$ cat src/rtl/core/fdc_rw_pkg.sv
// Shared types, constants and the status decode of the floppy command and status block.
package fdc_rw_pkg;

  localparam int ADDR_W_DEF  = 16;
  localparam int QUEUE_DEPTH = 2;
  localparam int DIV_BITS    = 4;
  localparam int CAUSE_W     = 14;

  localparam logic [7:0] OPC_READ  = 8'hC6;
  localparam logic [7:0] OPC_WRITE = 8'hC5;
  localparam logic [7:0] SIZE_512  = 8'h02;
  localparam logic [7:0] DATA_LEN  = 8'hFF;

  localparam logic [5:0] SPT_RST = 6'd18;
  localparam logic [1:0] HC_RST  = 2'd2;
  localparam logic [7:0] EOT_RST = 8'd18;
  localparam logic [7:0] GAP_RST = 8'd27;

  // Register indexes on the configuration port.
  localparam logic [1:0] REG_SPT = 2'd0;
  localparam logic [1:0] REG_HC  = 2'd1;
  localparam logic [1:0] REG_EOT = 2'd2;
  localparam logic [1:0] REG_GAP = 2'd3;

  // Positions of the nine command bytes.
  localparam logic [3:0] POS_OPC   = 4'd0;
  localparam logic [3:0] POS_HDS   = 4'd1;
  localparam logic [3:0] POS_CYL   = 4'd2;
  localparam logic [3:0] POS_HEAD  = 4'd3;
  localparam logic [3:0] POS_SEC   = 4'd4;
  localparam logic [3:0] POS_SIZE  = 4'd5;
  localparam logic [3:0] POS_EOT   = 4'd6;
  localparam logic [3:0] POS_GAP   = 4'd7;
  localparam logic [3:0] POS_DTL   = 4'd8;

  typedef struct packed {
    logic [5:0] spt;
    logic [1:0] hc;
    logic [7:0] eot;
    logic [7:0] gap;
  } fdc_cfg_t;

  typedef struct packed {
    logic               is_check;
    logic               range_err;
    logic               write_dir;
    logic [1:0]         head;
    logic [7:0]         cyl;
    logic [7:0]         sec;
    logic [CAUSE_W-1:0] causes;
  } fdc_desc_t;

  function automatic logic [CAUSE_W-1:0] decode_causes(input logic [7:0] st0,
                                                       input logic [7:0] st1,
                                                       input logic [7:0] st2,
                                                       input logic [7:0] size);
    logic [CAUSE_W-1:0] c;
    c[0]  = |(st0 & 8'hC0);
    c[1]  = |(st0 & 8'h08);
    c[2]  = |(st1 & 8'h80);
    c[3]  = |(st1 & 8'h20);
    c[4]  = |(st1 & 8'h10);
    c[5]  = |(st1 & 8'h04);
    c[6]  = |(st1 & 8'h02);
    c[7]  = |((st1 | st2) & 8'h01);
    c[8]  = |(st2 & 8'h40);
    c[9]  = |(st2 & 8'h20);
    c[10] = |(st2 & 8'h10);
    c[11] = |(st2 & 8'h04);
    c[12] = |(st2 & 8'h02);
    c[13] = (size != SIZE_512);
    return c;
  endfunction

endpackage

$ cat src/rtl/core/fdc_rw_ifs.sv
// Valid/ready channel interfaces for the request and result streams.
interface fdc_in_if #(
  parameter int ADDRESS_WIDTH = fdc_rw_pkg::ADDR_W_DEF
);
  logic                     valid;
  logic                     ready;
  logic                     func;
  logic [ADDRESS_WIDTH-1:0] block_address;
  logic                     write_dir;
  logic [7:0]               status_zero;
  logic [7:0]               status_one;
  logic [7:0]               status_two;
  logic [7:0]               size_code;

  modport source (output valid, func, block_address, write_dir, status_zero, status_one,
                  status_two, size_code, input ready);
  modport sink (input valid, func, block_address, write_dir, status_zero, status_one,
                status_two, size_code, output ready);
endinterface

interface fdc_out_if;
  logic        valid;
  logic        ready;
  logic [7:0]  cmd_byte;
  logic        last;
  logic        range_error;
  logic        status_error;
  logic [13:0] error_causes;

  modport source (output valid, cmd_byte, last, range_error, status_error, error_causes,
                  input ready);
  modport sink (input valid, cmd_byte, last, range_error, status_error, error_causes,
                output ready);
endinterface

$ cat src/rtl/core/fdc_rw_front.sv
// Front end: accept items, decode status, convert block address to cylinder/head/sector.
module fdc_rw_front #(
  parameter int ADDRESS_WIDTH = fdc_rw_pkg::ADDR_W_DEF
) (
  input  logic                  clk,
  input  logic                  rst_n,
  fdc_in_if.sink                in_chan,
  input  fdc_rw_pkg::fdc_cfg_t  cfg,
  output fdc_rw_pkg::fdc_desc_t desc,
  output logic                  desc_valid,
  input  logic                  desc_ready
);
  import fdc_rw_pkg::*;

  localparam int DIV_STEPS = (ADDRESS_WIDTH + DIV_BITS - 1) / DIV_BITS;
  localparam int DIV_W     = DIV_STEPS * DIV_BITS;
  localparam int STEP_W    = $clog2(DIV_STEPS + 1);

  logic               busy_r;
  logic [STEP_W-1:0]  steps_r;
  logic               is_check_r;
  logic               wr_r;
  logic [DIV_W-1:0]   dvd_r;
  logic [5:0]         rem_r;
  logic [1:0]         hrem_r;
  logic [DIV_W-1:0]   cyl_r;
  logic [CAUSE_W-1:0] causes_r;

  logic [DIV_W-1:0]   dvd_nxt;
  logic [5:0]         rem_nxt;
  logic [1:0]         hrem_nxt;
  logic [DIV_W-1:0]   cyl_nxt;
  logic [6:0]         rem_w;
  logic [2:0]         h_w;
  logic               qbit;
  logic               cbit;
  logic [5:0]         spt_eff;
  logic [1:0]         hc_eff;
  logic               done;
  logic               accept;

  assign spt_eff = (cfg.spt == 6'd0) ? 6'd1 : cfg.spt;
  assign hc_eff  = (cfg.hc == 2'd0) ? 2'd1 : cfg.hc;

  // One iteration: DIV_BITS quotient bits of address/spt, each fed straight
  // into the track/head_count remainder chain.
  always_comb begin
    rem_nxt  = rem_r;
    hrem_nxt = hrem_r;
    cyl_nxt  = cyl_r;
    rem_w    = '0;
    h_w      = '0;
    qbit     = 1'b0;
    cbit     = 1'b0;
    for (int j = 0; j < DIV_BITS; j++) begin
      rem_w = {rem_nxt, dvd_r[DIV_W-1-j]};
      qbit  = (rem_w >= {1'b0, spt_eff});
      if (qbit) begin
        rem_w = rem_w - {1'b0, spt_eff};
      end
      rem_nxt = rem_w[5:0];
      h_w     = {hrem_nxt, qbit};
      cbit    = (h_w >= {1'b0, hc_eff});
      if (cbit) begin
        h_w = h_w - {1'b0, hc_eff};
      end
      hrem_nxt = h_w[1:0];
      cyl_nxt  = {cyl_nxt[DIV_W-2:0], cbit};
    end
    dvd_nxt = dvd_r << DIV_BITS;
  end

  assign done           = busy_r && (steps_r == '0);
  assign in_chan.ready  = !busy_r || (done && desc_ready);
  assign accept         = in_chan.valid && in_chan.ready;
  assign desc_valid     = done;

  assign desc.is_check  = is_check_r;
  assign desc.range_err = !is_check_r && (|cyl_r[DIV_W-1:8]);
  assign desc.write_dir = wr_r;
  assign desc.head      = hrem_r;
  assign desc.cyl       = cyl_r[7:0];
  assign desc.sec       = {2'b00, rem_r} + 8'd1;
  assign desc.causes    = causes_r;

  always_ff @(posedge clk) begin
    if (!rst_n) begin
      busy_r  <= 1'b0;
      steps_r <= '0;
    end else if (accept) begin
      busy_r  <= 1'b1;
      steps_r <= in_chan.func ? '0 : STEP_W'(DIV_STEPS);
    end else if (busy_r && (steps_r != '0)) begin
      steps_r <= steps_r - 1'b1;
    end else if (done && desc_ready) begin
      busy_r <= 1'b0;
    end
  end

  always_ff @(posedge clk) begin
    if (accept) begin
      is_check_r <= in_chan.func;
      wr_r       <= in_chan.write_dir;
      dvd_r      <= DIV_W'(in_chan.block_address[ADDRESS_WIDTH-1:0]);
      rem_r      <= '0;
      hrem_r     <= '0;
      cyl_r      <= '0;
      causes_r   <= decode_causes(in_chan.status_zero, in_chan.status_one,
                                  in_chan.status_two, in_chan.size_code);
    end else if (busy_r && (steps_r != '0)) begin
      dvd_r  <= dvd_nxt;
      rem_r  <= rem_nxt;
      hrem_r <= hrem_nxt;
      cyl_r  <= cyl_nxt;
    end
  end

  a_accept_busy: assert property (@(posedge clk) disable iff (!rst_n)
    accept |=> busy_r)
    else $error("front not busy after accepting a transaction");

  a_done_holds: assert property (@(posedge clk) disable iff (!rst_n)
    done && !desc_ready |=> done && $stable(desc))
    else $error("front descriptor changed while the queue was full");

endmodule

$ cat src/rtl/core/fdc_rw_queue.sv
// Short descriptor queue between the front end and the byte sequencer.
module fdc_rw_queue #(
  parameter int DEPTH = fdc_rw_pkg::QUEUE_DEPTH
) (
  input  logic                  clk,
  input  logic                  rst_n,
  input  fdc_rw_pkg::fdc_desc_t push_desc,
  input  logic                  push,
  output logic                  push_ready,
  output fdc_rw_pkg::fdc_desc_t pop_desc,
  output logic                  pop_valid,
  input  logic                  pop
);
  import fdc_rw_pkg::*;

  localparam int PTR_W = (DEPTH > 1) ? $clog2(DEPTH) : 1;
  localparam int CNT_W = $clog2(DEPTH + 1);

  fdc_desc_t         mem_r [DEPTH];
  logic [PTR_W-1:0]  wr_ptr_r;
  logic [PTR_W-1:0]  rd_ptr_r;
  logic [CNT_W-1:0]  cnt_r;
  logic              do_push;
  logic              do_pop;

  assign push_ready = (cnt_r != CNT_W'(DEPTH));
  assign pop_valid  = (cnt_r != '0);
  assign pop_desc   = mem_r[rd_ptr_r];
  assign do_push    = push && push_ready;
  assign do_pop     = pop && pop_valid;

  always_ff @(posedge clk) begin
    if (do_push) begin
      mem_r[wr_ptr_r] <= push_desc;
    end
  end

  always_ff @(posedge clk) begin
    if (!rst_n) begin
      wr_ptr_r <= '0;
      rd_ptr_r <= '0;
      cnt_r    <= '0;
    end else begin
      if (do_push) begin
        wr_ptr_r <= (wr_ptr_r == PTR_W'(DEPTH - 1)) ? '0 : wr_ptr_r + 1'b1;
      end
      if (do_pop) begin
        rd_ptr_r <= (rd_ptr_r == PTR_W'(DEPTH - 1)) ? '0 : rd_ptr_r + 1'b1;
      end
      unique case ({do_push, do_pop})
        2'b10:   cnt_r <= cnt_r + 1'b1;
        2'b01:   cnt_r <= cnt_r - 1'b1;
        default: cnt_r <= cnt_r;
      endcase
    end
  end

  a_cnt_bound: assert property (@(posedge clk) disable iff (!rst_n)
    cnt_r <= CNT_W'(DEPTH))
    else $error("queue count beyond depth");

  a_push_holds: assert property (@(posedge clk) disable iff (!rst_n)
    push && !push_ready |=> push && $stable(push_desc))
    else $error("push dropped or changed while the queue was full");

endmodule

$ cat src/rtl/core/fdc_rw_back.sv
// Back end: step through the command bytes of each descriptor into the output register.
module fdc_rw_back (
  input  logic                  clk,
  input  logic                  rst_n,
  input  fdc_rw_pkg::fdc_desc_t desc,
  input  logic                  desc_valid,
  output logic                  desc_pop,
  input  fdc_rw_pkg::fdc_cfg_t  cfg,
  fdc_out_if.source             out_chan
);
  import fdc_rw_pkg::*;

  logic [3:0]         idx_r;
  logic               out_valid_r;
  logic [7:0]         byte_r;
  logic               last_r;
  logic               rerr_r;
  logic               serr_r;
  logic [CAUSE_W-1:0] causes_r;

  logic               step;
  logic               single;
  logic               last_c;
  logic [7:0]         byte_c;

  assign step     = desc_valid && (!out_valid_r || out_chan.ready);
  assign single   = desc.is_check || desc.range_err;
  assign last_c   = single || (idx_r == POS_DTL);
  assign desc_pop = step && last_c;

  always_comb begin
    byte_c = 8'h00;
    if (!single) begin
      unique case (idx_r)
        POS_OPC:  byte_c = desc.write_dir ? OPC_WRITE : OPC_READ;
        POS_HDS:  byte_c = {4'b0000, desc.head, 2'b00};
        POS_CYL:  byte_c = desc.cyl;
        POS_HEAD: byte_c = {6'b000000, desc.head};
        POS_SEC:  byte_c = desc.sec;
        POS_SIZE: byte_c = SIZE_512;
        POS_EOT:  byte_c = cfg.eot;
        POS_GAP:  byte_c = cfg.gap;
        POS_DTL:  byte_c = DATA_LEN;
        default:  byte_c = 8'h00;
      endcase
    end
  end

  always_ff @(posedge clk) begin
    if (!rst_n) begin
      idx_r       <= POS_OPC;
      out_valid_r <= 1'b0;
    end else begin
      if (step) begin
        idx_r <= last_c ? POS_OPC : idx_r + 4'd1;
      end
      if (step) begin
        out_valid_r <= 1'b1;
      end else if (out_chan.ready) begin
        out_valid_r <= 1'b0;
      end
    end
  end

  always_ff @(posedge clk) begin
    if (step) begin
      byte_r   <= byte_c;
      last_r   <= last_c;
      rerr_r   <= desc.range_err && !desc.is_check;
      serr_r   <= desc.is_check && (|desc.causes);
      causes_r <= desc.is_check ? desc.causes : '0;
    end
  end

  assign out_chan.valid        = out_valid_r;
  assign out_chan.cmd_byte     = byte_r;
  assign out_chan.last         = last_r;
  assign out_chan.range_error  = rerr_r;
  assign out_chan.status_error = serr_r;
  assign out_chan.error_causes = causes_r;

  a_idx_bound: assert property (@(posedge clk) disable iff (!rst_n)
    idx_r <= POS_DTL)
    else $error("command byte index past the data length byte");

  a_rerr_single: assert property (@(posedge clk) disable iff (!rst_n)
    out_valid_r && rerr_r |-> last_r && (byte_r == 8'h00) && !serr_r)
    else $error("range error result is not a lone empty transaction");

endmodule

$ cat src/rtl/core/floppy_rw_command_and_status_top.sv
// Top level of the floppy read/write command builder and status checker.
//
// in_chan  : request transactions. func = 0 issues a READ DATA / WRITE DATA command
//            for block_address; func = 1 checks three status bytes and the size code.
// out_chan : result transactions. An issue request yields nine command bytes (last on
//            the ninth), or one transaction with range_error when the cylinder exceeds
//            255. A check request yields one transaction carrying error_causes and
//            status_error.
// cfg_*    : register writes (sectors per track, head count, end of track, gap
//            length); write only while the block is idle.
// Order: a check request skips the address division; an issue request runs it first,
//   then shows its command bytes one per cycle while out_chan is ready.
// Throughput: issue requests are bounded by the byte sequencer, nine bytes each;
//   check requests go at one per cycle while nothing stalls; range-error requests
//   are bounded by the address division (4 quotient bits a cycle), which overlaps
//   the previous command's byte output; the front end takes no request meanwhile.
// Reset: synchronous, active low; registers return to 18/2/18/27 and all queued work
//   is dropped. A stalled out_chan holds its transaction; the queue then fills and
//   in_chan.ready drops.
module floppy_rw_command_and_status_top #(
  parameter int ADDRESS_WIDTH = fdc_rw_pkg::ADDR_W_DEF,
  parameter int QUEUE_DEPTH   = fdc_rw_pkg::QUEUE_DEPTH
) (
  input  logic       clk,
  input  logic       rst_n,
  fdc_in_if.sink     in_chan,
  fdc_out_if.source  out_chan,
  input  logic       cfg_we,
  input  logic [1:0] cfg_index,
  input  logic [7:0] cfg_wdata
);
  import fdc_rw_pkg::*;

  // Configuration registers; live values feed both halves.
  fdc_cfg_t  cfg_r;

  // Descriptor hand-off: front -> queue -> back.
  fdc_desc_t front_desc;
  logic      front_valid;
  logic      queue_ready;
  fdc_desc_t back_desc;
  logic      back_valid;
  logic      back_pop;

  // Write one register per enabled cycle; unused high bits drop.
  always_ff @(posedge clk) begin
    if (!rst_n) begin
      cfg_r.spt <= SPT_RST;
      cfg_r.hc  <= HC_RST;
      cfg_r.eot <= EOT_RST;
      cfg_r.gap <= GAP_RST;
    end else if (cfg_we) begin
      unique case (cfg_index)
        REG_SPT: cfg_r.spt <= cfg_wdata[5:0];
        REG_HC:  cfg_r.hc  <= cfg_wdata[1:0];
        REG_EOT: cfg_r.eot <= cfg_wdata;
        REG_GAP: cfg_r.gap <= cfg_wdata;
      endcase
    end
  end

  // Accept and classify; runs the address division.
  fdc_rw_front #(
    .ADDRESS_WIDTH (ADDRESS_WIDTH)
  ) u_front (
    .clk        (clk),
    .rst_n      (rst_n),
    .in_chan    (in_chan),
    .cfg        (cfg_r),
    .desc       (front_desc),
    .desc_valid (front_valid),
    .desc_ready (queue_ready)
  );

  // Decouple the division from the byte stream.
  fdc_rw_queue #(
    .DEPTH (QUEUE_DEPTH)
  ) u_queue (
    .clk        (clk),
    .rst_n      (rst_n),
    .push_desc  (front_desc),
    .push       (front_valid),
    .push_ready (queue_ready),
    .pop_desc   (back_desc),
    .pop_valid  (back_valid),
    .pop        (back_pop)
  );

  // Sequence the command bytes into the output register.
  fdc_rw_back u_back (
    .clk        (clk),
    .rst_n      (rst_n),
    .desc       (back_desc),
    .desc_valid (back_valid),
    .desc_pop   (back_pop),
    .cfg        (cfg_r),
    .out_chan   (out_chan)
  );

endmodule
$ cat src/flat_wrapper.sv
// flat-port wrapper written by rule: the top's interface ports become plain ports
module floppy_rw_command_and_status_top_flat import fdc_rw_pkg::*;
#(
  parameter int ADDRESS_WIDTH = fdc_rw_pkg::ADDR_W_DEF,
  parameter int QUEUE_DEPTH   = fdc_rw_pkg::QUEUE_DEPTH
)
  (clk, rst_n, cfg_we, cfg_index, cfg_wdata, in_chan_valid, in_chan_func, in_chan_block_address, in_chan_write_dir, in_chan_status_zero, in_chan_status_one, in_chan_status_two, in_chan_size_code, in_chan_ready, out_chan_valid, out_chan_cmd_byte, out_chan_last, out_chan_range_error, out_chan_status_error, out_chan_error_causes, out_chan_ready);
  fdc_in_if #(.ADDRESS_WIDTH(ADDRESS_WIDTH)) in_chan_i ();
  fdc_out_if out_chan_i ();
  input  logic clk;
  input  logic rst_n;
  input  logic cfg_we;
  input  logic [1:0] cfg_index;
  input  logic [7:0] cfg_wdata;
  input wire logic [$bits(in_chan_i.valid)-1:0] in_chan_valid;
  input wire logic [$bits(in_chan_i.func)-1:0] in_chan_func;
  input wire logic [$bits(in_chan_i.block_address)-1:0] in_chan_block_address;
  input wire logic [$bits(in_chan_i.write_dir)-1:0] in_chan_write_dir;
  input wire logic [$bits(in_chan_i.status_zero)-1:0] in_chan_status_zero;
  input wire logic [$bits(in_chan_i.status_one)-1:0] in_chan_status_one;
  input wire logic [$bits(in_chan_i.status_two)-1:0] in_chan_status_two;
  input wire logic [$bits(in_chan_i.size_code)-1:0] in_chan_size_code;
  output wire logic [$bits(in_chan_i.ready)-1:0] in_chan_ready;
  output wire logic [$bits(out_chan_i.valid)-1:0] out_chan_valid;
  output wire logic [$bits(out_chan_i.cmd_byte)-1:0] out_chan_cmd_byte;
  output wire logic [$bits(out_chan_i.last)-1:0] out_chan_last;
  output wire logic [$bits(out_chan_i.range_error)-1:0] out_chan_range_error;
  output wire logic [$bits(out_chan_i.status_error)-1:0] out_chan_status_error;
  output wire logic [$bits(out_chan_i.error_causes)-1:0] out_chan_error_causes;
  input wire logic [$bits(out_chan_i.ready)-1:0] out_chan_ready;
  assign in_chan_i.valid = in_chan_valid;
  assign in_chan_i.func = in_chan_func;
  assign in_chan_i.block_address = in_chan_block_address;
  assign in_chan_i.write_dir = in_chan_write_dir;
  assign in_chan_i.status_zero = in_chan_status_zero;
  assign in_chan_i.status_one = in_chan_status_one;
  assign in_chan_i.status_two = in_chan_status_two;
  assign in_chan_i.size_code = in_chan_size_code;
  assign in_chan_ready = in_chan_i.ready;
  assign out_chan_valid = out_chan_i.valid;
  assign out_chan_cmd_byte = out_chan_i.cmd_byte;
  assign out_chan_last = out_chan_i.last;
  assign out_chan_range_error = out_chan_i.range_error;
  assign out_chan_status_error = out_chan_i.status_error;
  assign out_chan_error_causes = out_chan_i.error_causes;
  assign out_chan_i.ready = out_chan_ready;
  floppy_rw_command_and_status_top #(.ADDRESS_WIDTH(ADDRESS_WIDTH), .QUEUE_DEPTH(QUEUE_DEPTH)) u_core (.clk(clk), .rst_n(rst_n), .in_chan(in_chan_i), .out_chan(out_chan_i), .cfg_we(cfg_we), .cfg_index(cfg_index), .cfg_wdata(cfg_wdata));
endmodule
$ cat config.mk
export PLATFORM = sky130hd
export DESIGN_NAME = floppy_rw_command_and_status_top_flat
export DESIGN_NICKNAME = d
export VERILOG_FILES = /design/src/rtl/core/fdc_rw_pkg.sv /design/src/rtl/core/fdc_rw_ifs.sv /design/src/rtl/core/fdc_rw_front.sv /design/src/rtl/core/fdc_rw_queue.sv /design/src/rtl/core/fdc_rw_back.sv /design/src/rtl/core/floppy_rw_command_and_status_top.sv /design/src/flat_wrapper.sv
export SDC_FILE = /design/constraint.sdc
export NUM_CORES = 1
export LEC_CHECK = 0
export ABC_AREA = 1
export BUFFER_PORTS_ARGS = -buffer_cell sky130_fd_sc_hd__clkbuf_2
export CAP_MARGIN = 20
export CORE_AREA = 3 3 138 140
export CTS_CLUSTER_SIZE = 40
export DETAILED_ROUTE_END_ITERATION = 12
export DIE_AREA = 0 0 141 143
export MAX_ROUTING_LAYER = met4
export PLACE_DENSITY = 0.69
export SLEW_MARGIN = 0
export SYNTH_ARGS = -nofsm -noshare
export SYNTH_HDL_FRONTEND = slang
export SYNTH_SLANG_ARGS = --single-unit
$ cat constraint.sdc
create_clock -name clk -period 9.55 [get_ports clk]
set_input_delay 1.91 -clock clk [delete_from_list [all_inputs] [get_ports clk]]
set_output_delay 1.91 -clock clk [all_outputs]
set_load 0.005 [all_outputs]
==> results of run 1 <==
-- stage by stage --
stage	cells	power (W)	util (%)
floorplan	901	0.002995	-
global placement	1196	0.003419	53.33
detailed placement	1196	0.003467	53.33
CTS	1228	0.004205	56.83
global route	1228	0.004565	56.83
finish	1228	0.004179	56.83
-- critical path: cells and delay by family, from the launching register on --
kind	cells	cell delay, ns
simple gates	20	2.24
fa+ha+maj	5	1.71
compound gates	15	3.29
buf+inv	6	0.67
flops	1	0.35
-- area by class of cell --
class	count	area (um^2)
clock buffers	17	425.4
clock inverters	15	203.9
fillers	1537	7755
inverters	126	473.0
multi-input cells	568	3385
flip-flops and latches	187	4995
well taps	229	286.5
repair buffers	86	440.4
-- sequential cells by signal (all words and copies together) (netlist names), 3 cells and up, named ones only --
signal                               flops
u_core.u_back.out_chan.cmd_byte          8
u_core.u_front.dvd_r                    16
u_core.u_back.idx_r                      4
u_core.u_front.cyl_r                    16
u_core.u_front.steps_r                   3
u_core.u_queue.mem_r                    68
u_core.u_front.rem_r                     6
u_core.u_front.causes_r                 14
u_core.u_back.out_chan.error_causes     14
u_core.cfg_r                            24
-- power groups by stage --
stage	Sequential, W	Combinational (W)	Clock [W]
floorplan	0.00113	0.00187	0
global placement	0.00113	0.00229	0
detailed placement	0.00114	0.00233	0
CTS	0.00112	0.00235	0.000739
global route	0.00113	0.00266	0.000771
finish	0.00112	0.00233	0.000727
-- cells by family after synthesis --
family / after synthesis / share of synthesized area [%]
compound gates: 137 / 9.603
buf+inv: 146 / 6.379
simple gates: 350 / 17.72
flops: 187 / 55.97
xor+xnor: 23 / 2.257
fa+ha+maj: 44 / 6.505
mux: 14 / 1.570
-- layout by cell type, fill, tap and decap left out, types with 17 or more instances in the layout --
master	Yosys	final
ha_1	40	40
clkbuf_16	0	17
nor2_1	68	65
a21oi_1	43	42
nand2_1	199	199
edfxtp_1	125	125
inv_1	121	121
clkbuf_2	0	82
dfxtp_1	62	62
o21ai_0	34	34
nand3_1	31	31
-- routing by layer --
metal  up-vias  track usage, %  part of all wire (%)
met5         -               -                     0
met4         0           5.762                   1.2
met3        25           4.086                   3.7
met2       128           31.58                    49
met1      2868           24.62                    46
li1       3229               -                     -
-- path summary, 6_finish.rpt --
check,slack (ns),cells after the start,from,end
worst min register to register,0.45,0,u_core.u_front.causes_r[3]$_DFFE_PP_,u_core.u_queue.mem_r[1][3]$_DFFE_PP_
worst max register to register,1.13,46,u_core.cfg_r[19]$_SDFFE_PN1P_,u_core.u_front.cyl_r[0]$_SDFFE_PP0P_
worst min-delay path,0.45,0,u_core.u_front.causes_r[3]$_DFFE_PP_,u_core.u_queue.mem_r[1][3]$_DFFE_PP_
worst max-delay path,1.13,46,u_core.cfg_r[19]$_SDFFE_PN1P_,u_core.u_front.cyl_r[0]$_SDFFE_PP0P_
==> qor.yml, run 1 <==
drv_cap: 0
async_reset_ff_share_pct: 0
stdcell_area_um2: 10210
detail-route-antenna-nets: 0
cts_num_sinks: 187
place_ws_ns: 1.145
clock-root-buffer: "clkbuf_16"
synth_seq_cells: 187
synthFlopType: "edfxtp_1"
yosys.cell_count.top_type: "nand2_1"
fin_hold_ws_ns: 0.4544
skew_ns: 0.01459
clk_pin_slew_ns: 0.08
synth_area_per_cell_um2: 9.905
cp.required_ns: 9.84
insertion_delay_ns: 0.44
grtUsageTotal_pct: 19.39
finalWeightedCongestion: 0.9105
antenna_found_initial: 0
vdd_drop_max_mv: 0.3982
power_switching_w: 0.001886
wl_um: 18490
postCtsSetupBuffers: 0
nets: 1095
cts-hold-fix-buffers: 0
finalCritPeriodShare_pct: 88.15
yosysUniqueCellTypes: 54
rsz0062_at_grt: "false"
syn_to_final_growth_pct: 14.38
setup_viol: 0
diodes: 0
port_buffers: 82
slowest_delay_ns: 0.60
seqPwrFrac_pct: 26.7
clockPowerShare_pct: 17.4
combPwrFrac_pct: 55.9
first_pass_iters: 5
cts_buffers: 17
grt_max_degree: 36
post-dp-hpwl_um: 13090
netlist_instances: 901
via_count: 6250
drv_slew: 0
min_period_ns: 8.418
grt_pass1_vias: 6078
drcViolationCount: 0
worst_pin_slew_ns: 1.026
via_per_inst: 5.090
layout-drive-gt1-share_pct: 15.82
leakagePower_nw: 4.347
drt_iter0_markers: 404
grt_pass1_wl_um: 29970
status: "completed"
hold_viol: 0
synth_warnings: 0
ios: 92
cp_slowest_cell: "o21ai_0"
setup.worst_path.class: "reg2reg"
clockBufferDepth: 2
grt-ovfl-total: 0
hold_path_class: "reg2reg"
cts_tree: "yes"
synth_edf_count: 125
die_h_um: 143
setup_slack_ns: 1.132
fp.dieArea_um2: 20160
powerDensity_nw_per_um2: 409.3
htree_levels: 4
tns_ns: 0
synth_top_cell_area_share_pct: 42.06
synthesis.area_um2: 8925
synth_area_leaders: "edfxtp_1 (42%), dfxtp_1 (14%), nand2_1 (8.4%)"
die_x_um: 141
cp-start-kind: "flop"
drt-wirelength-per-cell_um: 15.06
synth_common_cells: "nand2_1 (199), edfxtp_1 (125), inv_1 (121)"
crit_fanout: 13
cts_resized: 0
rows: 49
synth-seq-area-share_pct: 55.97
initial_core_util_pct: 49.68
syn_nets: 1010
internal_power_w: 0.002293
netSwitchingFraction_pct: 45.12
critPathArrivalTime_ns: 8.71
fmax_mhz: 118.8
place_area_um2: 9579
slew_headroom_pct: 31.46
crit_path_end_kind: "flop"
synth_top_area_cell: "edfxtp_1"
fp.coreArea_um2: 17960
cp_common_cell: "nand2_1"
Note: power is estimated with default switching activity, not from simulation.
==> run 2, diff against run 1 <==
clock period = 10.3 ns   (was 9.55 ns; I/O delays follow)
==> qor.yml, run 2 (synthesized netlist as in run 1, its figures left out) <==
status: "completed"  # unchanged
drt-wirelength-per-cell_um: 14.96  # was 15.06 um
fin_hold_ws_ns: 0.4479  # was 0.4544 ns
die_x_um: 141  # unchanged
htree_levels: 4  # unchanged
cts_tree: "yes"  # unchanged
tns_ns: 0  # unchanged
place_area_um2: 9579  # unchanged
cts_num_sinks: 187  # unchanged
drv_slew: 0  # unchanged
cts_buffers: 17  # unchanged
wl_um: 18370  # was 18,490 um
cts-hold-fix-buffers: 0  # unchanged
drv_cap: 0  # unchanged
die_h_um: 143  # unchanged
leakagePower_nw: 4.352  # was 4.347 nW
setup_viol: 0  # unchanged
detail-route-antenna-nets: 0  # unchanged
first_pass_iters: 6  # was 5
timing.rr.start: "u_core.cfg_r[19]$_SDFFE_PN1P_"  # unchanged
top_register: "u_core.u_queue.mem_r"  # unchanged
worst_pin_slew_ns: 1.034  # was 1.026 ns
rows: 49  # unchanged
min_period_ns: 8.509  # was 8.418 ns
via_per_inst: 5.136  # was 5.090
final_common_cell: "nand2_1"  # unchanged
crit_start: "u_core.cfg_r[19]$_SDFFE_PN1P_"  # unchanged
finalCritPeriodShare_pct: 82.61  # was 88.15%
finalWeightedCongestion: 0.9101  # was 0.9105
power_switching_w: 0.001751  # was 0.001886 W
critPathArrivalTime_ns: 8.80  # was 8.71 ns
diodes: 0  # unchanged
fmax_mhz: 117.5  # was 118.8 MHz
grt-ovfl-total: 0  # unchanged
setup.worst_path.class: "reg2reg"  # unchanged
vdd_drop_max_mv: 0.3686  # was 0.3982 mV
clk_pin_slew_ns: 0.08  # about the same
layout-drive-gt1-share_pct: 15.82  # unchanged
postCtsSetupBuffers: 0  # unchanged
syn_to_final_growth_pct: 14.55  # was 14.38%
crit_fanout: 13  # unchanged
layout.area.seq_um2: 4995  # unchanged
min-delay-start: "u_core.u_front.causes_r[9]$_DFFE_PP_"  # was u_core.u_front.causes_r[3]$_DFFE_PP_
drcViolationCount: 0  # unchanged
internal_power_w: 0.002129  # was 0.002293 W
crit_path_end_kind: "flop"  # unchanged
fp.dieArea_um2: 20160  # unchanged
ios: 92  # unchanged
antenna_found_initial: 0  # unchanged
fp.coreArea_um2: 17960  # unchanged
cp-start-kind: "flop"  # unchanged
grt_pass1_vias: 6178  # was 6,078
cts_resized: 0  # unchanged
post-dp-hpwl_um: 13100  # was 13,090 um
grtUsageTotal_pct: 19.47  # was 19.39%
clock-root-buffer: "clkbuf_16"  # unchanged
clockBufferDepth: 2  # unchanged
netSwitchingFraction_pct: 45.14  # was 45.12%
largest_reg_flops: 68  # unchanged
slew_headroom_pct: 30.80  # was 31.46%
cp_slowest_cell: "o21ai_0"  # unchanged
grt_max_degree: 36  # unchanged
drt_iter0_markers: 406  # was 404
stdcell_area_um2: 10220  # was 10,210 um^2
slowest_delay_ns: 0.63  # was 0.60 ns
port_buffers: 82  # unchanged
hold_viol: 0  # unchanged
clockPowerShare_pct: 17.5  # was 17.4%
insertion_delay_ns: 0.44  # about the same
combPwrFrac_pct: 55.8  # was 55.9%
grt_pass1_wl_um: 30240  # was 29,970 um
powerDensity_nw_per_um2: 379.5  # was 409.3 nW/um^2
cp_common_cell: "nand2_1"  # unchanged
initial_core_util_pct: 49.68  # unchanged
hold_path_class: "reg2reg"  # unchanged
multi_input_area_um2: 3385  # unchanged
skew_ns: 0.01273  # was 0.01459 ns
rrSetupSlack_ns: 1.79  # was 1.13 ns
nets: 1095  # unchanged
cp.required_ns: 10.59  # was 9.84 ns
rsz0062_at_grt: "false"  # unchanged
fillers: 1552  # was 1,537
via_count: 6307  # was 6,250
mostFrequentLayoutCells: "nand2_1 (199), edfxtp_1 (125), inv_1 (121)"  # unchanged
top_regs: "u_core.u_queue.mem_r: 68 flops, u_core.cfg_r: 24 flops"  # unchanged
seqPwrFrac_pct: 26.7  # about the same
-- run 2: cell count changes in the layout (fill, tap and decap cells not counted) --
cell and change:
clkinv_8 +2, inv_6 -2
-- run 2: area by class of cell --
cell class / count / area share [%]
sequential: 187 / 48.86
clock inverter: 15 / 2.142
timing repair buffer: 86 / 4.308
multi-input combinational: 568 / 33.10
inverter: 126 / 4.626
tap: 229 / 2.803
clock buffer: 17 / 4.161
-- run 2: per-layer routing --
metal	routed length [um]	vias up	GRT usage, %	share of wire, %
li1	-	3221	-	-
met1	8218	2893	24.56	45
met2	8970	159	31.53	49
met3	752	34	3.918	4.1
met4	423	0	6.833	2.3
met5	0	-	-	0
-- run 2: critical path: cells and delay by family (launching register included) --
family	cells	cell delay, ns
flip-flops	1	0.36
adder cells (fa/ha/maj)	5	1.73
AO/OA/AOI/OAI	15	3.31
buffers and inverters	6	0.69
AND/OR/NAND/NOR	20	2.26
-- run 2: stage by stage --
step | setup WS (ns) | std cells | total power [W] | util [%]
after detailed placement | 1.847 | 1196 | 0.003211 | 53.33
after global routing | 0.9889 | 1228 | 0.004243 | 56.91
after global placement | 1.946 | 1196 | 0.003171 | 53.33
final | 1.791 | 1228 | 0.003880 | 56.91
after floorplan | 3.386 | 901 | 0.002777 | -
after CTS | 1.812 | 1228 | 0.003903 | 56.91
-- run 2: power groups by stage --
stage,Sequential (W),Clock (W),Combinational (W)
floorplan,0.00105,0,0.00173
global placement,0.00105,0,0.00213
finish,0.00103,0.000680,0.00217
global route,0.00105,0.000723,0.00247
CTS,0.00104,0.000694,0.00217
detailed placement,0.00105,0,0.00216
-- run 2: path summary, 6_finish.rpt --
kind / end / depth (start not counted)
worst max-delay path: u_core.u_front.cyl_r[0]$_SDFFE_PP0P_ / 46
worst min-delay path: u_core.u_queue.mem_r[1][9]$_DFFE_PP_ / 0
worst max register to register: u_core.u_front.cyl_r[0]$_SDFFE_PP0P_ / 46
worst min register to register: u_core.u_queue.mem_r[1][9]$_DFFE_PP_ / 0
==> run 3, diff against run 2 <==
clock period = 8.2 ns   (was 10.3 ns; I/O delays follow)
==> qor.yml, run 3 (synthesized netlist as in run 1, its figures left out) <==
insertion_delay_ns: 0.44  # about the same
cp-start-kind: "flop"  # unchanged
crit_path_end_kind: "flop"  # unchanged
grt-ovfl-total: 0  # unchanged
crit_fanout: 9  # was 13
netSwitchingFraction_pct: 44.63  # was 45.14%
drcViolationCount: 0  # unchanged
syn_to_final_growth_pct: 15.16  # was 14.55%
cts_tree: "yes"  # unchanged
setup_viol: 0  # unchanged
fmax_mhz: 138.1  # was 117.5 MHz
htree_levels: 4  # unchanged
path_delay_family: "compound AO/OA/AOI/OAI gates"  # unchanged
tns_ns: 0  # unchanged
multi_input_area_um2: 3385  # unchanged
port_buffers: 82  # unchanged
status: "completed"  # unchanged
clock-root-buffer: "clkbuf_16"  # unchanged
antenna_found_initial: 0  # unchanged
top_register: "u_core.u_queue.mem_r"  # unchanged
cts_num_sinks: 187  # unchanged
largest_reg_flops: 68  # unchanged
finalWeightedCongestion: 0.9354  # was 0.9101
drv_slew: 0  # unchanged
wl_um: 18120  # was 18,370 um
top_regs: "u_core.u_queue.mem_r: 68 flops, u_core.cfg_r: 24 flops"  # unchanged
vdd_drop_max_mv: 0.4477  # was 0.3686 mV
drv_cap: 0  # unchanged
hold_path_class: "reg2reg"  # unchanged
ios: 92  # unchanged
via_per_inst: 5.118  # was 5.136
first_pass_iters: 5  # was 6
layout.area.seq_um2: 4995  # unchanged
post-dp-hpwl_um: 13200  # was 13,100 um
cp_common_cell: "nand2_1"  # unchanged
clk_pin_slew_ns: 0.08  # about the same
die_h_um: 143  # unchanged
drt-wirelength-per-cell_um: 14.65  # was 14.96 um
grt_max_degree: 36  # unchanged
slew_headroom_pct: 32.83  # was 30.80%
min_period_ns: 7.239  # was 8.509 ns
mostFrequentLayoutCells: "nand2_1 (199), edfxtp_1 (125), inv_1 (120)"  # was nand2_1 (199), edfxtp_1 (125), inv_1 (121)
fp.coreArea_um2: 17960  # unchanged
whs_path_depth: 0  # unchanged
initial_core_util_pct: 49.68  # unchanged
internal_power_w: 0.002776  # was 0.002129 W
cp.required_ns: 8.49  # was 10.59 ns
skew_ns: 0.01031  # was 0.01273 ns
critPathArrivalTime_ns: 7.53  # was 8.80 ns
powerDensity_nw_per_um2: 487.8  # was 379.5 nW/um^2
setup.worst_path.class: "reg2reg"  # unchanged
power_switching_w: 0.002237  # was 0.001751 W
grt_pass1_wl_um: 30190  # was 30,240 um
reg2reg_depth: 46  # unchanged
rows: 49  # unchanged
clockBufferDepth: 2  # unchanged
cts-hold-fix-buffers: 0  # unchanged
final_common_cell: "nand2_1"  # unchanged
path_buf_inv: 6  # unchanged
slowest_delay_ns: 0.38  # was 0.63 ns
critical_path_depth: 46  # unchanged
cp_slowest_cell: "dfxtp_1"  # was o21ai_0
drt_iter0_markers: 449  # was 406
nets: 1104  # was 1,095
grtUsageTotal_pct: 19.42  # was 19.47%
detail-route-antenna-nets: 0  # unchanged
via_count: 6331  # was 6,307
fillers: 1552  # unchanged
leakagePower_nw: 4.396  # was 4.352 nW
grt_pass1_vias: 6293  # was 6,178
seqPwrFrac_pct: 25.9  # was 26.7%
fp.dieArea_um2: 20160  # unchanged
combPwrFrac_pct: 57.0  # was 55.8%
finalCritPeriodShare_pct: 88.28  # was 82.61%
clockPowerShare_pct: 17.1  # was 17.5%
layout-drive-gt1-share_pct: 16.67  # was 15.82%
final_core_util_pct: 57.21  # was 56.91%
die_x_um: 141  # unchanged
worst_pin_slew_ns: 1.005  # was 1.034 ns
rsz0062_at_grt: "false"  # unchanged
diodes: 0  # unchanged
cts_buffers: 17  # unchanged
hold_viol: 0  # unchanged
[run 3: area by class of cell]
| type | instances | area share [%] |
|---|---|---|
| Clock buffer | 17 | 4.139 |
| Clock inverter | 15 | 1.997 |
| Inverter | 126 | 4.602 |
| Multi-Input combinational cell | 568 | 32.93 |
| Sequential cell | 187 | 48.60 |
| Tap cell | 229 | 2.788 |
| Timing Repair Buffer | 95 | 4.943 |
[run 3: per-stage QoR]
stage                     cell area, um^2  std cells  setup WS [ns]  hold slack, ns  total power [W]
after floorplan                      8925        901          1.286          0.4215         0.003488
after global placement               9647       1205         0.8738          0.4227         0.004134
after detailed placement             9647       1205         0.8227          0.4296         0.004178
after CTS                           10280       1237         0.7807          0.4487         0.005042
after global routing                10280       1237        0.02534          0.4633         0.005498
final                               10280       1237         0.9613          0.4496         0.005013
[run 3: path summary, 6_finish.rpt]
kind,startpoint,end,slack (ns)
max,u_core.cfg_r[19]$_SDFFE_PN1P_,u_core.u_front.cyl_r[0]$_SDFFE_PP0P_,0.96
min,u_core.u_front.causes_r[6]$_DFFE_PP_,u_core.u_queue.mem_r[0][6]$_DFFE_PP_,0.45
max reg2reg,u_core.cfg_r[19]$_SDFFE_PN1P_,u_core.u_front.cyl_r[0]$_SDFFE_PP0P_,0.96
min reg2reg,u_core.u_front.causes_r[6]$_DFFE_PP_,u_core.u_queue.mem_r[0][6]$_DFFE_PP_,0.45
[run 3: timing repair]
item	CTS	global route
setup buffers	0	0
setup endpoints to repair	0	3
resized for setup	0	2
[run 3: metal layers]
| metal | up-vias | wire, um | GRT usage [%] | part of all wire [%] |
|---|---|---|---|---|
| li1 | 3239 | - | - | - |
| met1 | 2926 | 8013 | 23.97 | 44 |
| met2 | 138 | 8987 | 32.21 | 50 |
| met3 | 28 | 776 | 3.751 | 4.3 |
| met4 | 0 | 344 | 6.731 | 1.9 |
| met5 | - | 0 | - | 0 |
[run 3: worst register-to-register path, delay by kind of cell (launching register included)]
family	cells	cell delay, ns
flops	1	0.38
simple gates	20	1.97
fa+ha+maj	5	1.59
buf+inv	6	0.44
compound gates	15	2.73
[run 3: power by group through the flow]
stage	combinational [W]	clock (W)	sequential [W]
after CTS	0.00287	0.000867	0.00130
after detailed placement	0.00285	0	0.00132
final	0.00286	0.000856	0.00130
after global routing	0.00328	0.000905	0.00132
after global placement	0.00282	0	0.00131
after floorplan	0.00217	0	0.00131
